[config.mk]
export PLATFORM = sky130hd
export DESIGN_NAME = drive_command_arbiter_mixer
export DESIGN_NICKNAME = d
export VERILOG_FILES = /design/src/rtl/core/dcam_pkg.sv /design/src/rtl/core/drive_command_arbiter_mixer.sv /design/src/rtl/core/dcam_mul.sv /design/src/rtl/core/dcam_state.sv /design/src/rtl/core/dcam_seq.sv
export SDC_FILE = /design/constraint.sdc
export NUM_CORES = 1
export LEC_CHECK = 0
export BUFFER_PORTS_ARGS = -buffer_cell sky130_fd_sc_hd__buf_2
export CORE_UTILIZATION = 35
export CTS_CLUSTER_DIAMETER = 80
export DETAILED_ROUTE_END_ITERATION = 12
export PLACE_DENSITY = 0.55
export SETUP_SLACK_MARGIN = 0.4
export SLEW_MARGIN = 20
export SYNTH_ARGS = -nofsm -noshare
export SYNTH_HDL_FRONTEND = slang
export SYNTH_SLANG_ARGS = --single-unit
[constraint.sdc]
create_clock -name aclk -period 21.7 [get_ports aclk]
set_input_delay 3.255 -clock aclk [delete_from_list [all_inputs] [get_ports aclk]]
set_output_delay 3.255 -clock aclk [all_outputs]
set_load 0.005 [all_outputs]
[src/rtl/core/dcam_pkg.sv]
// ----------------------------------------------------------------------------
// dcam_pkg: shared types and constants of the drive command arbiter mixer
// Fixed-point format, field widths, opcodes, source codes and the structs
// that travel between the command store, the sequencer and the multiplier.
// ----------------------------------------------------------------------------
package dcam_pkg;

    // Q format of speed, turn, gain and drive values
    localparam int FRAC_BITS = 12;

    localparam int OP_W      = 3;
    localparam int CMD_W     = 16;
    localparam int RANGE_W   = 16;
    localparam int CFG_W     = 16;
    localparam int CFG_IDX_W = 3;
    localparam int AGE_W     = 16;
    localparam int DRIVE_W   = 14;
    localparam int SRC_W     = 2;

    localparam int S_TDATA_W = 72;
    localparam int M_TDATA_W = 32;

    localparam int ONE_Q    = 1 << FRAC_BITS;
    localparam int MIX_GAIN = ((8 << FRAC_BITS) + 5) / 10;

    // clamped value holds +/-ONE_Q, the mix sum twice that
    localparam int VAL_W   = FRAC_BITS + 2;
    localparam int SUM_W   = FRAC_BITS + 3;
    localparam int MUL_A_W = (SUM_W > CMD_W + 1) ? SUM_W : CMD_W + 1;
    localparam int MUL_B_W = CFG_W + 1;
    localparam int PROD_W  = MUL_A_W + MUL_B_W;
    localparam int SHR_W   = PROD_W - FRAC_BITS;

    localparam logic [AGE_W-1:0] AGE_MAX = {AGE_W{1'b1}};

    localparam logic [CFG_W-1:0] MANUAL_GAIN_RST = CFG_W'(1638);
    localparam logic [CFG_W-1:0] AUTO_GAIN_RST   = CFG_W'(6144);
    localparam logic [CFG_W-1:0] TIMEOUT_RST     = CFG_W'(20);
    localparam logic [CFG_W-1:0] SAFETY_RST      = CFG_W'(300);

    typedef enum logic [OP_W-1:0] {
        OP_MANUAL = 3'd0,
        OP_AUTO   = 3'd1,
        OP_STOP   = 3'd2,
        OP_MODE   = 3'd3,
        OP_TICK   = 3'd4
    } op_t;

    typedef enum logic [SRC_W-1:0] {
        SRC_NONE   = 2'd0,
        SRC_MANUAL = 2'd1,
        SRC_AUTO   = 2'd2
    } src_t;

    typedef enum logic [CFG_IDX_W-1:0] {
        CFG_MANUAL_GAIN = 3'd0,
        CFG_AUTO_GAIN   = 3'd1,
        CFG_TIMEOUT     = 3'd2,
        CFG_SAFETY      = 3'd3,
        CFG_FLIP_TURN   = 3'd4
    } cfg_idx_t;

    // command picked for the current tick
    typedef struct packed {
        logic signed [CMD_W-1:0] speed;
        logic signed [CMD_W-1:0] turn;
        logic [CFG_W-1:0]        scale;
        src_t                    src;
    } sel_t;

    typedef struct packed {
        logic                      en;
        logic signed [MUL_A_W-1:0] a;
        logic signed [MUL_B_W-1:0] b;
    } mul_req_t;

    typedef struct packed {
        logic                      reverse_blocked;
        logic                      forward_blocked;
        src_t                      active_source;
        logic signed [DRIVE_W-1:0] left_drive;
        logic signed [DRIVE_W-1:0] right_drive;
    } result_t;

endpackage

[src/rtl/core/drive_command_arbiter_mixer.sv]
// ----------------------------------------------------------------------------
// drive_command_arbiter_mixer: drive command arbiter and differential mixer
// Arbitrates manual and autonomous velocity commands with timeout, blocks
// motion toward near obstacles and mixes left and right wheel drives.
// ----------------------------------------------------------------------------
// Usage: requests enter on the s_ stream; s_tuser carries the opcode (manual
// command, autonomous command, stop button, auto-mode button, control tick).
// Command and button requests update the stored state and give
// no result. A control tick gives one result on the m_ stream.
// A tick is accepted, runs four multiplies on one shared multiplier (scale
// speed, scale turn, mix right, mix left) plus a clamp step, then loads the
// output register and raises m_tvalid; s_tready stays low until then, so no
// request is taken mid-tick; while idle, other requests go at one per cycle.
// The result sits in an output register: the next request is taken while it
// waits. When the receiver stalls, the following tick waits in its last step
// with s_tready low until the held result is taken.
// Reset (aresetn low, synchronous) restores the register defaults, clears both
// commands and ages, enters stopped and autonomous mode, and drops m_tvalid.
// The user must write registers through cfg_wr_en/cfg_index/cfg_wdata only while idle; the block does not enforce it.
// ----------------------------------------------------------------------------
module drive_command_arbiter_mixer import dcam_pkg::*; (
    input  logic                 aclk,
    input  logic                 aresetn,
    input  logic                 s_tvalid,
    output logic                 s_tready,
    // linear_cmd, angular_cmd, button_level, front_range_mm, rear_range_mm, pad
    input  logic [S_TDATA_W-1:0] s_tdata,
    // opcode
    input  logic [OP_W-1:0]      s_tuser,
    output logic                 m_tvalid,
    input  logic                 m_tready,
    // right_drive, left_drive, active_source, forward_blocked, reverse_blocked
    output logic [M_TDATA_W-1:0] m_tdata,
    input  logic                 cfg_wr_en,
    input  logic [CFG_IDX_W-1:0] cfg_index,
    input  logic [CFG_W-1:0]     cfg_wdata
);

    logic [CFG_W-1:0] manual_gain_reg;
    logic [CFG_W-1:0] auto_gain_reg;
    logic [CFG_W-1:0] timeout_reg;
    logic [CFG_W-1:0] safety_reg;
    logic             flip_turn_reg;

    op_t                     op;
    logic signed [CMD_W-1:0] linear_cmd;
    logic signed [CMD_W-1:0] angular_cmd;
    logic                    button_level;
    logic [RANGE_W-1:0]      front_range_mm;
    logic [RANGE_W-1:0]      rear_range_mm;
    logic                    req_accept;
    sel_t                    sel;
    mul_req_t                mul_req;
    logic signed [PROD_W-1:0] prod;
    result_t                 res;

    assign op             = op_t'(s_tuser);
    assign linear_cmd     = s_tdata[15:0];
    assign angular_cmd    = s_tdata[31:16];
    assign button_level   = s_tdata[32];
    assign front_range_mm = s_tdata[48:33];
    assign rear_range_mm  = s_tdata[64:49];
    assign req_accept     = s_tvalid && s_tready;

    always_ff @(posedge aclk) begin
        if (!aresetn) begin
            manual_gain_reg <= MANUAL_GAIN_RST;
            auto_gain_reg   <= AUTO_GAIN_RST;
            timeout_reg     <= TIMEOUT_RST;
            safety_reg      <= SAFETY_RST;
            flip_turn_reg   <= 1'b0;
        end else if (cfg_wr_en) begin
            case (cfg_idx_t'(cfg_index))
                CFG_MANUAL_GAIN: manual_gain_reg <= cfg_wdata;
                CFG_AUTO_GAIN:   auto_gain_reg   <= cfg_wdata;
                CFG_TIMEOUT:     timeout_reg     <= cfg_wdata;
                CFG_SAFETY:      safety_reg      <= cfg_wdata;
                CFG_FLIP_TURN:   flip_turn_reg   <= cfg_wdata[0];
                default: ;
            endcase
        end
    end

    dcam_state u_state (
        .aclk          (aclk),
        .aresetn       (aresetn),
        .req_accept    (req_accept),
        .op            (op),
        .linear_cmd    (linear_cmd),
        .angular_cmd   (angular_cmd),
        .button_level  (button_level),
        .manual_gain   (manual_gain_reg),
        .auto_gain     (auto_gain_reg),
        .timeout_ticks (timeout_reg),
        .sel           (sel)
    );

    dcam_mul u_mul (
        .aclk (aclk),
        .req  (mul_req),
        .prod (prod)
    );

    dcam_seq u_seq (
        .aclk               (aclk),
        .aresetn            (aresetn),
        .in_valid           (s_tvalid),
        .in_ready           (s_tready),
        .op                 (op),
        .sel                (sel),
        .front_range_mm     (front_range_mm),
        .rear_range_mm      (rear_range_mm),
        .safety_distance_mm (safety_reg),
        .flip_turn          (flip_turn_reg),
        .mul_req            (mul_req),
        .prod               (prod),
        .out_valid          (m_tvalid),
        .out_ready          (m_tready),
        .out_res            (res)
    );

    assign m_tdata = {res.reverse_blocked, res.forward_blocked, res.active_source,
                      res.left_drive, res.right_drive};

endmodule

[src/rtl/core/dcam_mul.sv]
// ----------------------------------------------------------------------------
// dcam_mul: shared signed multiplier
// One signed multiply per enabled cycle, product registered and held for the
// sequencer to shift and, for speed and turn, to clamp.
// ----------------------------------------------------------------------------
module dcam_mul import dcam_pkg::*; (
    input  logic                     aclk,
    input  mul_req_t                 req,
    output logic signed [PROD_W-1:0] prod
);

    logic signed [PROD_W-1:0] prod_reg;
    logic signed [PROD_W-1:0] prod_next;

    assign prod_next = PROD_W'(req.a) * PROD_W'(req.b);

    always_ff @(posedge aclk) begin
        if (req.en) begin
            prod_reg <= prod_next;
        end
    end

    assign prod = prod_reg;

endmodule

[src/rtl/core/dcam_state.sv]
// ----------------------------------------------------------------------------
// dcam_state: command store and mode state
// Keeps the last command and age of each source, the stop and auto-mode
// flags, and picks the fresh command of the active mode for a tick.
// ----------------------------------------------------------------------------
module dcam_state import dcam_pkg::*; (
    input  logic                    aclk,
    input  logic                    aresetn,
    input  logic                    req_accept,
    input  op_t                     op,
    input  logic signed [CMD_W-1:0] linear_cmd,
    input  logic signed [CMD_W-1:0] angular_cmd,
    input  logic                    button_level,
    input  logic [CFG_W-1:0]        manual_gain,
    input  logic [CFG_W-1:0]        auto_gain,
    input  logic [CFG_W-1:0]        timeout_ticks,
    output sel_t                    sel
);

    logic signed [CMD_W-1:0] manual_speed_reg, manual_speed_next;
    logic signed [CMD_W-1:0] manual_turn_reg, manual_turn_next;
    logic signed [CMD_W-1:0] auto_speed_reg, auto_speed_next;
    logic signed [CMD_W-1:0] auto_turn_reg, auto_turn_next;
    logic [AGE_W-1:0]        manual_age_reg, manual_age_next;
    logic [AGE_W-1:0]        auto_age_reg, auto_age_next;
    logic                    stop_reg, stop_next;
    logic                    auto_mode_reg, auto_mode_next;

    always_comb begin
        manual_speed_next = manual_speed_reg;
        manual_turn_next  = manual_turn_reg;
        auto_speed_next   = auto_speed_reg;
        auto_turn_next    = auto_turn_reg;
        manual_age_next   = manual_age_reg;
        auto_age_next     = auto_age_reg;
        stop_next         = stop_reg;
        auto_mode_next    = auto_mode_reg;
        if (req_accept) begin
            case (op)
                OP_MANUAL: begin
                    manual_speed_next = linear_cmd;
                    manual_turn_next  = angular_cmd;
                    manual_age_next   = '0;
                end
                OP_AUTO: begin
                    auto_speed_next = linear_cmd;
                    auto_turn_next  = angular_cmd;
                    auto_age_next   = '0;
                end
                OP_STOP: begin
                    stop_next = button_level;
                    if (button_level) begin
                        manual_speed_next = '0;
                        manual_turn_next  = '0;
                        auto_speed_next   = '0;
                        auto_turn_next    = '0;
                    end
                end
                OP_MODE: begin
                    auto_mode_next = button_level;
                    if (!button_level) begin
                        auto_speed_next = '0;
                        auto_turn_next  = '0;
                    end
                end
                OP_TICK: begin
                    // age after the freshness check, saturate at the top
                    if (manual_age_reg != AGE_MAX) begin
                        manual_age_next = manual_age_reg + AGE_W'(1);
                    end
                    if (auto_age_reg != AGE_MAX) begin
                        auto_age_next = auto_age_reg + AGE_W'(1);
                    end
                end
                default: ;
            endcase
        end
    end

    always_ff @(posedge aclk) begin
        if (!aresetn) begin
            manual_speed_reg <= '0;
            manual_turn_reg  <= '0;
            auto_speed_reg   <= '0;
            auto_turn_reg    <= '0;
            manual_age_reg   <= '0;
            auto_age_reg     <= '0;
            stop_reg         <= 1'b1;
            auto_mode_reg    <= 1'b1;
        end else begin
            manual_speed_reg <= manual_speed_next;
            manual_turn_reg  <= manual_turn_next;
            auto_speed_reg   <= auto_speed_next;
            auto_turn_reg    <= auto_turn_next;
            manual_age_reg   <= manual_age_next;
            auto_age_reg     <= auto_age_next;
            stop_reg         <= stop_next;
            auto_mode_reg    <= auto_mode_next;
        end
    end

    // no fallback: a stale active source gives zero
    always_comb begin
        sel = '{speed: '0, turn: '0, scale: '0, src: SRC_NONE};
        if (!stop_reg) begin
            if (auto_mode_reg && (auto_age_reg < timeout_ticks)) begin
                sel = '{speed: auto_speed_reg, turn: auto_turn_reg,
                        scale: auto_gain, src: SRC_AUTO};
            end else if (!auto_mode_reg && (manual_age_reg < timeout_ticks)) begin
                sel = '{speed: manual_speed_reg, turn: manual_turn_reg,
                        scale: manual_gain, src: SRC_MANUAL};
            end
        end
    end

endmodule

[src/rtl/core/dcam_seq.sv]
// ----------------------------------------------------------------------------
// dcam_seq: tick sequencer and output register
// Steps one tick through scale, block, clamp and mix on the shared
// multiplier, then holds the result until the receiver takes it.
// ----------------------------------------------------------------------------
module dcam_seq import dcam_pkg::*; (
    input  logic                     aclk,
    input  logic                     aresetn,
    input  logic                     in_valid,
    output logic                     in_ready,
    input  op_t                      op,
    input  sel_t                     sel,
    input  logic [RANGE_W-1:0]       front_range_mm,
    input  logic [RANGE_W-1:0]       rear_range_mm,
    input  logic [CFG_W-1:0]         safety_distance_mm,
    input  logic                     flip_turn,
    output mul_req_t                 mul_req,
    input  logic signed [PROD_W-1:0] prod,
    output logic                     out_valid,
    input  logic                     out_ready,
    output result_t                  out_res
);

    typedef enum logic [6:0] {
        S_IDLE  = 7'b0000001,
        S_SPEED = 7'b0000010,
        S_TURN  = 7'b0000100,
        S_WZ    = 7'b0001000,
        S_RIGHT = 7'b0010000,
        S_LEFT  = 7'b0100000,
        S_OUT   = 7'b1000000
    } state_t;

    localparam logic signed [SHR_W-1:0] POS_ONE = SHR_W'(ONE_Q);
    localparam logic signed [SHR_W-1:0] NEG_ONE = -POS_ONE;

    function automatic logic signed [VAL_W-1:0] clamp_one(input logic signed [SHR_W-1:0] v);
        logic signed [VAL_W-1:0] r;
        if (v > POS_ONE) begin
            r = POS_ONE[VAL_W-1:0];
        end else if (v < NEG_ONE) begin
            r = NEG_ONE[VAL_W-1:0];
        end else begin
            r = v[VAL_W-1:0];
        end
        return r;
    endfunction

    state_t                  state_reg, state_next;
    sel_t                    sel_reg;
    logic                    near_front_reg, near_rear_reg;
    logic signed [VAL_W-1:0] vx_reg, wz_reg;
    logic                    fblk_reg, rblk_reg;
    logic signed [DRIVE_W-1:0] right_reg;
    logic                    out_valid_reg;
    result_t                 out_res_reg;

    logic                    accept;
    logic                    out_load;
    logic signed [SHR_W-1:0] prod_shr;
    logic signed [VAL_W-1:0] wz_clamp;
    logic signed [SUM_W-1:0] mix_sum, mix_diff;

    assign in_ready = (state_reg == S_IDLE);
    assign accept   = in_valid && in_ready;
    assign out_load = (state_reg == S_OUT) && (!out_valid_reg || out_ready);

    // floor shift: arithmetic shift of the two's complement product
    assign prod_shr = prod[PROD_W-1:FRAC_BITS];
    assign wz_clamp = clamp_one(prod_shr);
    assign mix_sum  = SUM_W'(vx_reg) + SUM_W'(wz_reg);
    assign mix_diff = SUM_W'(vx_reg) - SUM_W'(wz_reg);

    always_comb begin
        state_next = state_reg;
        case (state_reg)
            S_IDLE:  if (accept && (op == OP_TICK)) state_next = S_SPEED;
            S_SPEED: state_next = S_TURN;
            S_TURN:  state_next = S_WZ;
            S_WZ:    state_next = S_RIGHT;
            S_RIGHT: state_next = S_LEFT;
            S_LEFT:  state_next = S_OUT;
            S_OUT:   if (out_load) state_next = S_IDLE;
            default: state_next = S_IDLE;
        endcase
    end

    always_comb begin
        mul_req.en = 1'b0;
        mul_req.a  = MUL_A_W'(sel_reg.speed);
        mul_req.b  = $signed({1'b0, sel_reg.scale});
        case (state_reg)
            S_SPEED: mul_req.en = 1'b1;
            S_TURN: begin
                mul_req.en = 1'b1;
                mul_req.a  = MUL_A_W'(sel_reg.turn);
            end
            S_RIGHT: begin
                mul_req.en = 1'b1;
                mul_req.a  = MUL_A_W'(mix_sum);
                mul_req.b  = MUL_B_W'(MIX_GAIN);
            end
            S_LEFT: begin
                mul_req.en = 1'b1;
                mul_req.a  = MUL_A_W'(mix_diff);
                mul_req.b  = MUL_B_W'(MIX_GAIN);
            end
            default: ;
        endcase
    end

    always_ff @(posedge aclk) begin
        if (!aresetn) begin
            state_reg     <= S_IDLE;
            out_valid_reg <= 1'b0;
        end else begin
            state_reg <= state_next;
            if (out_load) begin
                out_valid_reg <= 1'b1;
            end else if (out_ready) begin
                out_valid_reg <= 1'b0;
            end
        end
    end

    always_ff @(posedge aclk) begin
        if (accept) begin
            sel_reg        <= sel;
            near_front_reg <= (front_range_mm <= safety_distance_mm);
            near_rear_reg  <= (rear_range_mm <= safety_distance_mm);
        end
        if (state_reg == S_TURN) begin
            // drop motion toward a near obstacle before the clamp
            fblk_reg <= 1'b0;
            rblk_reg <= 1'b0;
            if (!prod_shr[SHR_W-1] && (prod_shr != '0) && near_front_reg) begin
                vx_reg   <= '0;
                fblk_reg <= 1'b1;
            end else if (prod_shr[SHR_W-1] && near_rear_reg) begin
                vx_reg   <= '0;
                rblk_reg <= 1'b1;
            end else begin
                vx_reg <= clamp_one(prod_shr);
            end
        end
        if (state_reg == S_WZ) begin
            wz_reg <= flip_turn ? -wz_clamp : wz_clamp;
        end
        if (state_reg == S_LEFT) begin
            right_reg <= prod_shr[DRIVE_W-1:0];
        end
        if (out_load) begin
            out_res_reg.right_drive     <= right_reg;
            out_res_reg.left_drive      <= prod_shr[DRIVE_W-1:0];
            out_res_reg.active_source   <= sel_reg.src;
            out_res_reg.forward_blocked <= fblk_reg;
            out_res_reg.reverse_blocked <= rblk_reg;
        end
    end

    assign out_valid = out_valid_reg;
    assign out_res   = out_res_reg;

endmodule

# Word level (Yosys, flattened, before mapping)
# Index checks and enable logic that the tools add are counted.
[classes]
addsub = 5
n_mul = 1
n_div = 0
order_cmp = 6
eq_ne = 23
n_shift = 0
muxes = 25
n_bitwise = 0
reduce_logical = 36
[ops]
columns = ["cell", "n"]
rows = [
  ["16-bit case mux with 2 select lines", 4],
  ["50-bit 2-to-1 mux", 2],
  ["16-bit case mux with 3 select lines", 2],
  ["16-bit 2-to-1 mux", 5],
  ["17-bit case mux with 3 select lines", 1],
  ["7-bit case mux with 7 select lines", 1],
  ["14-bit 2-to-1 mux", 3],
  ["17-bit by 17-bit multiplier with 34-bit output", 1],
  ["16-bit by 1-bit adder with 16-bit output, second input constant", 2],
  ["16-bit less-or-equal comparator", 2],
  ["16-bit less-than comparator", 2],
  ["16-bit != test, second input constant", 2],
  ["22-bit by 14-bit > comparator with 1-bit output, second input constant", 1],
  ["22-bit by 13-bit less-than comparator with 1-bit output, second input constant", 1],
  ["22-bit nonzero test", 1],
  ["2-bit AND reduction", 8],
  ["14-bit by 14-bit adder with 15-bit output", 1],
  ["14-bit by 14-bit subtractor with 15-bit output", 1],
  ["7-bit 2-to-1 mux", 2],
  ["14-bit negator", 1],
  ["3-bit by 2-bit equality test with 1-bit output, second input constant", 4],
  ["2-bit != test, second input constant", 5],
  ["3-bit AND reduction", 3],
  ["1-bit logical AND", 8],
  ["19 further kinds", 33],
]
[word_totals]
regBits = 333
latchBits = 0
ramBits = 0
mem_bits_ro = 0
in_bits = 99
out_inout_bits = 34
word_cells = 129
mem_count = 0

# Logic depth before layout (Yosys ltp)
# Gate-level depths: netlist of the first run.
[logic_depth]
depth_word = 5
mapped_depth = 33
mapped_depth_nobuf = 32

# By module
# A second synthesis of the first run with hierarchy kept.
[hier_totals]
hier_cells = 2724
hier_area_um2 = 27184.8
[modules_own_cells]
columns = ["module", "instances", "cells_each", "area_per_inst_um2", "seq_area_each_um2"]
rows = [
  ["dcam_mul", 1, 1243, 11954.0, 1021.0],
  ["dcam_seq", 1, 636, 7420.9, 4003.8],
  ["dcam_state", 1, 597, 5280.1, 1961.9],
  ["drive_command_arbiter_mixer", 1, 248, 2529.9, 1301.2],
]

# Least setup slack after synthesis of the first run
# OpenSTA, ideal clock, no wires.
[synth_path]
kind = "register to register"
startpoint = "register u_seq.wz_reg[7]"
endpoint = "register u_mul.prod_reg[33] (netlist: u_mul.prod[33]), data pin"
setup_time_ns = 0.260
arrival_ns = 7.871
required_time_ns = 21.440
setup_slack_ns = 13.569
stages_incl_launch_ff = 30
path_buffers = 1
synth_period_minus_slack_ns = 8.131
path_cell_list = "edfxtp_1 inv_1 ha_1 clkbuf_1 a21o_1 or3_1 o311a_1 a31o_2 a211oi_1 o21a_1 nor2_1 fa_1 inv_1 fa_1 fa_1 inv_1 fa_1 fa_1 inv_1 fa_1 inv_1 ha_1 nand4_1 a2111oi_0 o21ai_0 a31oi_1 a311oi_1 o31ai_1 a21oi_1 xnor2_1"
[synth_via]
elab_chain_len = 3
word_cells_on_any_way = 4
cone_classes = "2 x add/sub; 1 x mul; 1 x mux"
[synth_rtl]
columns = ["item", "line_no", "text"]
rows = [
  ["start, declared", "dcam_seq.sv:52", "logic signed [VAL_W-1:0] vx_reg, wz_reg;"],
  ["start signal, assigned", "dcam_seq.sv:147", "wz_reg <= flip_turn ? -wz_clamp : wz_clamp;"],
  ["14-bit by 14-bit subtractor with 15-bit output / 14-bit by 14-bit adder with 15-bit output (equally long branches)", "dcam_seq.sv:72, dcam_seq.sv:71", ""],
  ["17-bit case mux with 3 select lines *", "dcam_seq.sv:92", "case (state_reg)"],
  ["17-bit by 17-bit multiplier with 34-bit output *", "dcam_mul.sv:15", "assign prod_next = PROD_W'(req.a) * PROD_W'(req.b);"],
  ["net u_mul.prod_next[33]", "dcam_mul.sv:13", "logic signed [PROD_W-1:0] prod_next;"],
  ["end signal, assigned", "dcam_mul.sv:19", "prod_reg <= prod_next;"],
  ["end, declared", "dcam_mul.sv:12", "logic signed [PROD_W-1:0] prod_reg;"],
]
# The timed path passes the listed nets; every way through them passes the cells marked *.
# A chain may end at the register's enable or synchronous reset.

# Worst setup path in the final report of the first run
[layout_path]
startpoint = "register u_seq.state_reg[6]"
endpoint = "register u_mul.prod_reg[28] (netlist: u_mul.prod[28]), data pin"
[layout_via]
elab_chain_len = 4
word_cells_on_any_way = 7
cone_classes = "1 x mul; 3 x eq/ne; 2 x mux; 1 x reduce/logical"
[layout_rtl]
columns = ["item", "line_no", "text"]
rows = [
  ["start, declared", "dcam_seq.sv:49", "state_t state_reg, state_next;"],
  ["start signal, assigned", "dcam_seq.sv:117", "state_reg <= state_next;"],
  ["7-bit by 5-bit equality test with 1-bit output / 7-bit by 6-bit equality test with 1-bit output (equally long branches)", "dcam_seq.sv:92", ""],
  ["2-bit OR reduction (no line)", "--", ""],
  ["16-bit 2-to-1 mux", "dcam_seq.sv:92", ""],
  ["17-bit by 17-bit multiplier with 34-bit output *", "dcam_mul.sv:15", ""],
  ["net u_mul.prod_next[28]", "dcam_mul.sv:13", ""],
]
# Marked as above.

==> flow_summary.json, run 1 <==
{
  "die_h_um": 271.1,
  "final_cell_area_mm2": 0.02832,
  "vias": 19180,
  "hold_viol": 0,
  "slowest_stage": "o21ai_1",
  "worst_path_largest_cell_delay_ns": 0.91,
  "startpoint": "u_seq.state_reg[6]$_SDFFE_PN0P_",
  "dp.cells": 3677,
  "crit_required_ns": 22.02,
  "ys_seq_area_share_pct": 31.29,
  "crit_path_max_fanout": 23,
  "synth_area_mm2": 0.02534,
  "fillCellCount": 7105,
  "synthXorXnorAreaFrac_pct": 2.454,
  "drc": 0,
  "grtUsageTotal_pct": 19.31,
  "layout_common_cells": "391 x inv_1, 372 x nand2_1, 269 x fa_1",
  "drv_slew": 0,
  "crit_path_end_kind": "flop",
  "ios": 133,
  "overflow": 0,
  "synthMuxAreaShare_pct": 0.1975,
  "period_share_pct": 47.95,
  "ir_drop_mv": 0.05434,
  "ctsResizeCount": 0,
  "synthAdderAreaFrac_pct": 29.99,
  "firstDrtPassIters": 8,
  "period_needed_ns": 10.41,
  "cts_buffers": 39,
  "dpl.hpwl_mm": 54.37,
  "yosysTopAreaCellShare_pct": 21.25,
  "p_total_uw": 2707,
  "cts.clk_slew.worst_paths_ns": 0.07,
  "fmax_mhz": 96.10,
  "yosysWarnings": 0,
  "cp_num_buf_inv": 6,
  "reg2reg_from": "u_seq.state_reg[6]$_SDFFE_PN0P_",
  "synth-edff-count": 150,
  "cts_tree": "yes",
  "min-delay-path-class": "flop to flop",
  "placed_area_mm2": 0.02702,
  "num_rows": 98,
  "antenna_left": 0,
  "drv_cap": 0,
  "cts_htree_levels": 2,
  "core_area_mm2": 0.07161,
  "crit_top_cell": "fa_1",
  "antenna_found_initial": 5,
  "rsz0062_at_grt": "no",
  "setup_viol": 0,
  "hold_start": "u_seq.right_reg[1]$_DFFE_PN_",
  "insertion_delay_ns": 0.58,
  "synth_top_family_by_area": "adder cells",
  "syn_nets": 3227,
  "setup_tns_ns": 0,
  "avgRoutedWirePerCell_um": 18.84,
  "slew_headroom_pct": 24.42,
  "final_common_cell": "inv_1",
  "clockBufferDepth": 3,
  "routed_via_density": 5.117,
  "avgSynthCellArea_um2": 9.447,
  "worstMarginPinSlew_ns": 1.122,
  "finClkSkew_ns": 0.03251,
  "grt_pass1_vias": 19850,
  "yosysTopAreaCell": "fa_1",
  "areaGrowthSynthToFinish_pct": 11.78,
  "ys.flop_type": "dfxtp_1",
  "drive_gt1_share_pct": 9.010,
  "die_area_mm2": 0.07347,
  "critPathTopFamily": "compound AO/OA/AOI/OAI gates",
  "post-cts-setup-buffers": 0,
  "netlist_instances": 2682,
  "timing_worst_setup_path_type": "flop to flop",
  "synth_compound_area_share_pct": 12.39,
  "ys_ff_latch": 321,
  "die_w_um": 271.1,
  "critPathArrivalTime_ns": 10.72,
  "grt_pass1_wl_mm": 111.7,
  "io_buffers": 125,
  "drt-total-wl_mm": 70.60,
  "drt_iter0_drc": 1221,
  "postCtsHoldBufs": 0,
  "cts-root-buf": "clkbuf_16",
  "largest_reg_flops": 50,
  "start_kind": "flop",
  "power_density_mw_per_mm2": 95.58,
  "status": "complete, no violations",
  "place_congestion": 0.9042,
  "grt_max_degree": 85,
  "synthArstFlopShare_pct": 0,
  "synth_cell_types": 72,
  "yosys-top-cells-area": "fa_1 21%, edfxtp_1 18%, dfxtp_1 14%, ha_1 8.7%, inv_1 5.8%",
  "leakagePower_uw": 0.01215,
  "finalNetCount": 3313,
  "synth_simple_gate_area_share_pct": 16.24,
  "cts_num_sinks": 321,
  "instances_no_fill": 3748,
  "start_util_pct": 35.38
}
-- per-layer routing --
layer	vias to the layer above	routed length, µm	GRT usage (%)	share of wire (%)
li1	8993	-	-	-
met3	122	4474	3.364	6.3
met2	596	32080	31.39	45
met1	9460	32080	26.20	45
met4	6	1927	5.635	2.7
met5	-	37	0	0.052
-- report_power, final --
group | internal, µW | total (µW) | switching (µW)
Clock | 374 | 650 | 276
Combinational | 564 | 1330 | 766
Sequential | 718 | 728 | 9.57
-- metrics by stage --
stage / util (%) / setup slack, ns / hold slack, ns
after floorplan: - / 13.57 / 0.4003
after global placement: 37.74 / 11.57 / 0.4018
after detailed placement: 37.74 / 11.51 / 0.4045
after CTS: 39.54 / 11.44 / 0.4199
after global routing: 39.55 / 10.78 / 0.4254
final: 39.55 / 11.29 / 0.4183
-- area by class of cell --
| class | count | area (µm²) | area share, % |
|---|---|---|---|
| multi-input combinational | 1859 | 15600 | 55.07 |
| tap | 950 | 1189 | 4.197 |
| clock inverter | 23 | 249.0 | 0.8791 |
| antenna | 1 | 2.502 | 0.008835 |
| inverter | 393 | 1475 | 5.208 |
| timing repair buffer | 154 | 845.8 | 2.986 |
| sequential | 321 | 7928 | 27.99 |
| clock buffer | 47 | 1037 | 3.662 |
-- worst reg2reg max path: cells and delay by family (launching register included) --
kind / cells / cell delay [ns]
AO/OA/AOI/OAI: 8 / 3.63
adder cells (fa/ha/maj): 7 / 3.54
AND/OR/NAND/NOR: 5 / 1.59
buffers and inverters: 6 / 0.90
flip-flops: 1 / 0.34
XOR/XNOR: 1 / 0.13
-- final timing paths --
path	endpoint	slack, ns	cells after the start
worst min register to register	u_seq.out_res[1]$_DFFE_PP_	0.42	0
worst max-delay path	u_mul.prod[28]$_DFFE_PP_	11.29	27
worst min-delay path	u_seq.out_res[1]$_DFFE_PP_	0.42	0
worst max register to register	u_mul.prod[28]$_DFFE_PP_	11.29	27
-- kinds of logic after synthesis --
logic type               after synthesis
flip-flops                           321
XOR/XNOR                              71
AO/OA/AOI/OAI                        443
adder cells (fa/ha/maj)              446
multiplexers                           5
buffers and inverters                502
AND/OR/NAND/NOR                      894
-- synthesized netlist by cell type, types with 24 or more instances --
cell type and number:
nand2b_1 30, nor2b_1 25, xnor2_1 39, a21boi_0 120
a22o_1 49, nor2_1 213, nand3b_1 34, edfxtp_1 150
and2_1 33, a21oi_1 61, ha_1 177, dfxtp_1 171
clkbuf_1 101, a21o_1 24, nand2_1 373, xor2_1 32
nand3_1 75, fa_1 269, inv_1 392, o21ai_0 58
nor3_1 25
Note: power is estimated with default switching activity, not from simulation.
==> run 2, diff against run 1 <==
Settings changed: PLACE_DENSITY 0.55 to 0.56.
Clock period 21.7 ns to 8.95 ns, I/O delays scaled along.
==> flow_summary.json, run 2 (synthesis results as in run 1) <==
{
  "rrSetupSlack_ns": 0.67,
  "clockBufferDepth": 3,
  "antenna_left": 0,
  "period_needed_ns": 8.275,
  "reg2reg_to": "u_mul.prod[33]$_DFFE_PP_",
  "rsz0062_at_grt": "yes",
  "drc": 0,
  "crit_path_end_kind": "flop",
  "grt_pass1_wl_mm": 111.7,
  "finClkSkew_ns": 0.04786,
  "setup_tns_ns": 0,
  "cts_htree_levels": 2,
  "grt_max_degree": 99,
  "start_util_pct": 35.38,
  "period_share_pct": 92.46,
  "fmax_mhz": 120.8,
  "status": "complete, no violations",
  "p_int_uw": 4097,
  "worstMarginPinSlew_ns": 1.110,
  "die_h_um": 271.1,
  "cts_tree": "yes",
  "p_total_uw": 6708,
  "startpoint": "u_seq.wz_reg[1]$_DFFE_PP_",
  "grtUsageTotal_pct": 19.52,
  "power_frac_comb_pct": 51.2,
  "min-delay-path-class": "flop to flop",
  "hold_viol": 0,
  "placed_area_mm2": 0.02738,
  "start_kind": "flop",
  "areaGrowthSynthToFinish_pct": 14.41,
  "drive_gt1_share_pct": 12.48,
  "largest_reg_flops": 50,
  "holdWs_ns": 0.4159,
  "overflow": 0,
  "cts_buffers": 38,
  "seq_power_share_pct": 26.3,
  "insertion_delay_ns": 0.59,
  "drv_cap": 0,
  "crit_path_max_fanout": 5,
  "p_sw_uw": 2611,
  "dp_slack_ns": 0.09717,
  "dpl.hpwl_mm": 56.15,
  "swShare_pct": 38.92,
  "final_common_cell": "inv_1",
  "ios": 133,
  "vias": 19320,
  "slowest_stage": "fa_1",
  "avgRoutedWirePerCell_um": 18.82,
  "io_buffers": 125,
  "firstDrtPassIters": 6,
  "crit_required_ns": 9.25,
  "drt_iter0_drc": 1238,
  "clockPowerShare_pct": 22.5,
  "finalNetCount": 3383,
  "reg2reg_from": "u_seq.wz_reg[1]$_DFFE_PP_",
  "cts-root-buf": "clkbuf_16",
  "drt-total-wl_mm": 71.91,
  "leakagePower_uw": 0.01250,
  "timing_worst_setup_path_type": "flop to flop",
  "drv_slew": 0,
  "worst_path_largest_cell_delay_ns": 0.59,
  "core_area_mm2": 0.07161,
  "ir_drop_mv": 0.1510,
  "fin_ws_ns": 0.6749,
  "num_rows": 98,
  "setup_viol": 0,
  "r2r_cells": 31,
  "layout_common_cells": "390 x inv_1, 369 x nand2_1, 267 x fa_1",
  "multi_input_area_mm2": 0.01577,
  "critPathArrivalTime_ns": 8.57,
  "final_cell_area_mm2": 0.02899,
  "place_congestion": 0.9621,
  "seq_area_mm2": 0.007928,
  "routed_via_density": 5.058,
  "die_area_mm2": 0.07347,
  "antenna_found_initial": 6,
  "cts_num_sinks": 321,
  "slew_headroom_pct": 25.75,
  "crit_top_cell": "fa_1",
  "setup.worst_path.end": "u_mul.prod[33]$_DFFE_PP_",
  "cts.clk_slew.worst_paths_ns": 0.06,
  "power_density_mw_per_mm2": 231.4,
  "die_w_um": 271.1,
  "fillCellCount": 7081,
  "grt_pass1_vias": 19480
}
run 2: cell types whose count changed in the layout (fill, tap and decap cells not counted), moves of 4 or more:
cell and delta:
o21ai_0 -12, o21ai_1 +7, buf_4 +67, o21a_1 -4, o21ai_2 +5
run 2: layout make-up:
cell class / count / area share [%]
multi-input cells: 1859 / 54.41
clock inverters: 21 / 0.7035
diodes: 2 / 0.01726
well taps: 950 / 4.100
flip-flops and latches: 321 / 27.35
clock buffers: 49 / 3.496
inverters: 393 / 5.088
repair buffers: 225 / 4.838
run 2: worst max-delay path: cells and delay by family (launching register included):
kind | cells | cell delay (ns)
xor gates and xnor gates | 2 | 0.37
AOI/OAI and AO/OA | 9 | 1.67
adders and majority gates | 8 | 3.91
buffers and inverters | 7 | 0.64
DFF | 1 | 0.48
and+or+nand+nor | 5 | 0.89
run 2: worst min-delay path by stage:
stage / startpoint / to / slack, ns / depth (start not counted)
final: u_seq.right_reg[2]$_DFFE_PN_ / u_seq.out_res[2]$_DFFE_PP_ / 0.42 / 0
after global routing: u_seq.right_reg[2]$_DFFE_PN_ / u_seq.out_res[2]$_DFFE_PP_ / 0.42 / 0
after CTS: u_seq.right_reg[2]$_DFFE_PN_ / u_seq.out_res[2]$_DFFE_PP_ / 0.42 / 0
after detailed placement: u_seq.right_reg[2]$_DFFE_PN_ / u_seq.out_res[2]$_DFFE_PP_ / 0.40 / 0
after global placement: u_seq.right_reg[12]$_DFFE_PN_ / u_seq.out_res[12]$_DFFE_PP_ / 0.40 / 0
after floorplan: u_seq.right_reg[0]$_DFFE_PN_ / u_seq.out_res[0]$_DFFE_PP_ / 0.40 / 0
run 2: power by group through the flow:
stage          clock network, µW  registers, µW  logic, µW
6_report                    1510           1760       3440
5_1_grt                     1610           1770       3940
3_3_place_gp                   0           1790       3310
2_1_floorplan                  0           1780       2480
3_5_place_dp                   0           1800       3370
4_1_cts                     1550           1760       3410
run 2: repair_timing:
| action | in CTS | in global routing |
|---|---|---|
| hold buffers | 0 | 0 |
| pin swaps | 2 | 16 |
| setup endpoints to repair | 8 | 16 |
| gates resized for setup | 6 | 52 |
| buffers inserted | 2 | 21 |
run 2: stage by stage:
stage / util (%) / instances
after floorplan: - / 2682
after global placement: 38.23 / 3724
after detailed placement: 38.23 / 3724
after global routing: 40.48 / 3818
final: 40.48 / 3820
after CTS: 39.97 / 3796
run 2: layer usage:
layer	wire length, µm	GRT usage, %	share of wire, %
met5	54	0	0.075
met4	2063	5.724	2.9
met3	4599	3.799	6.4
met2	32800	31.73	46
met1	32380	26.20	45
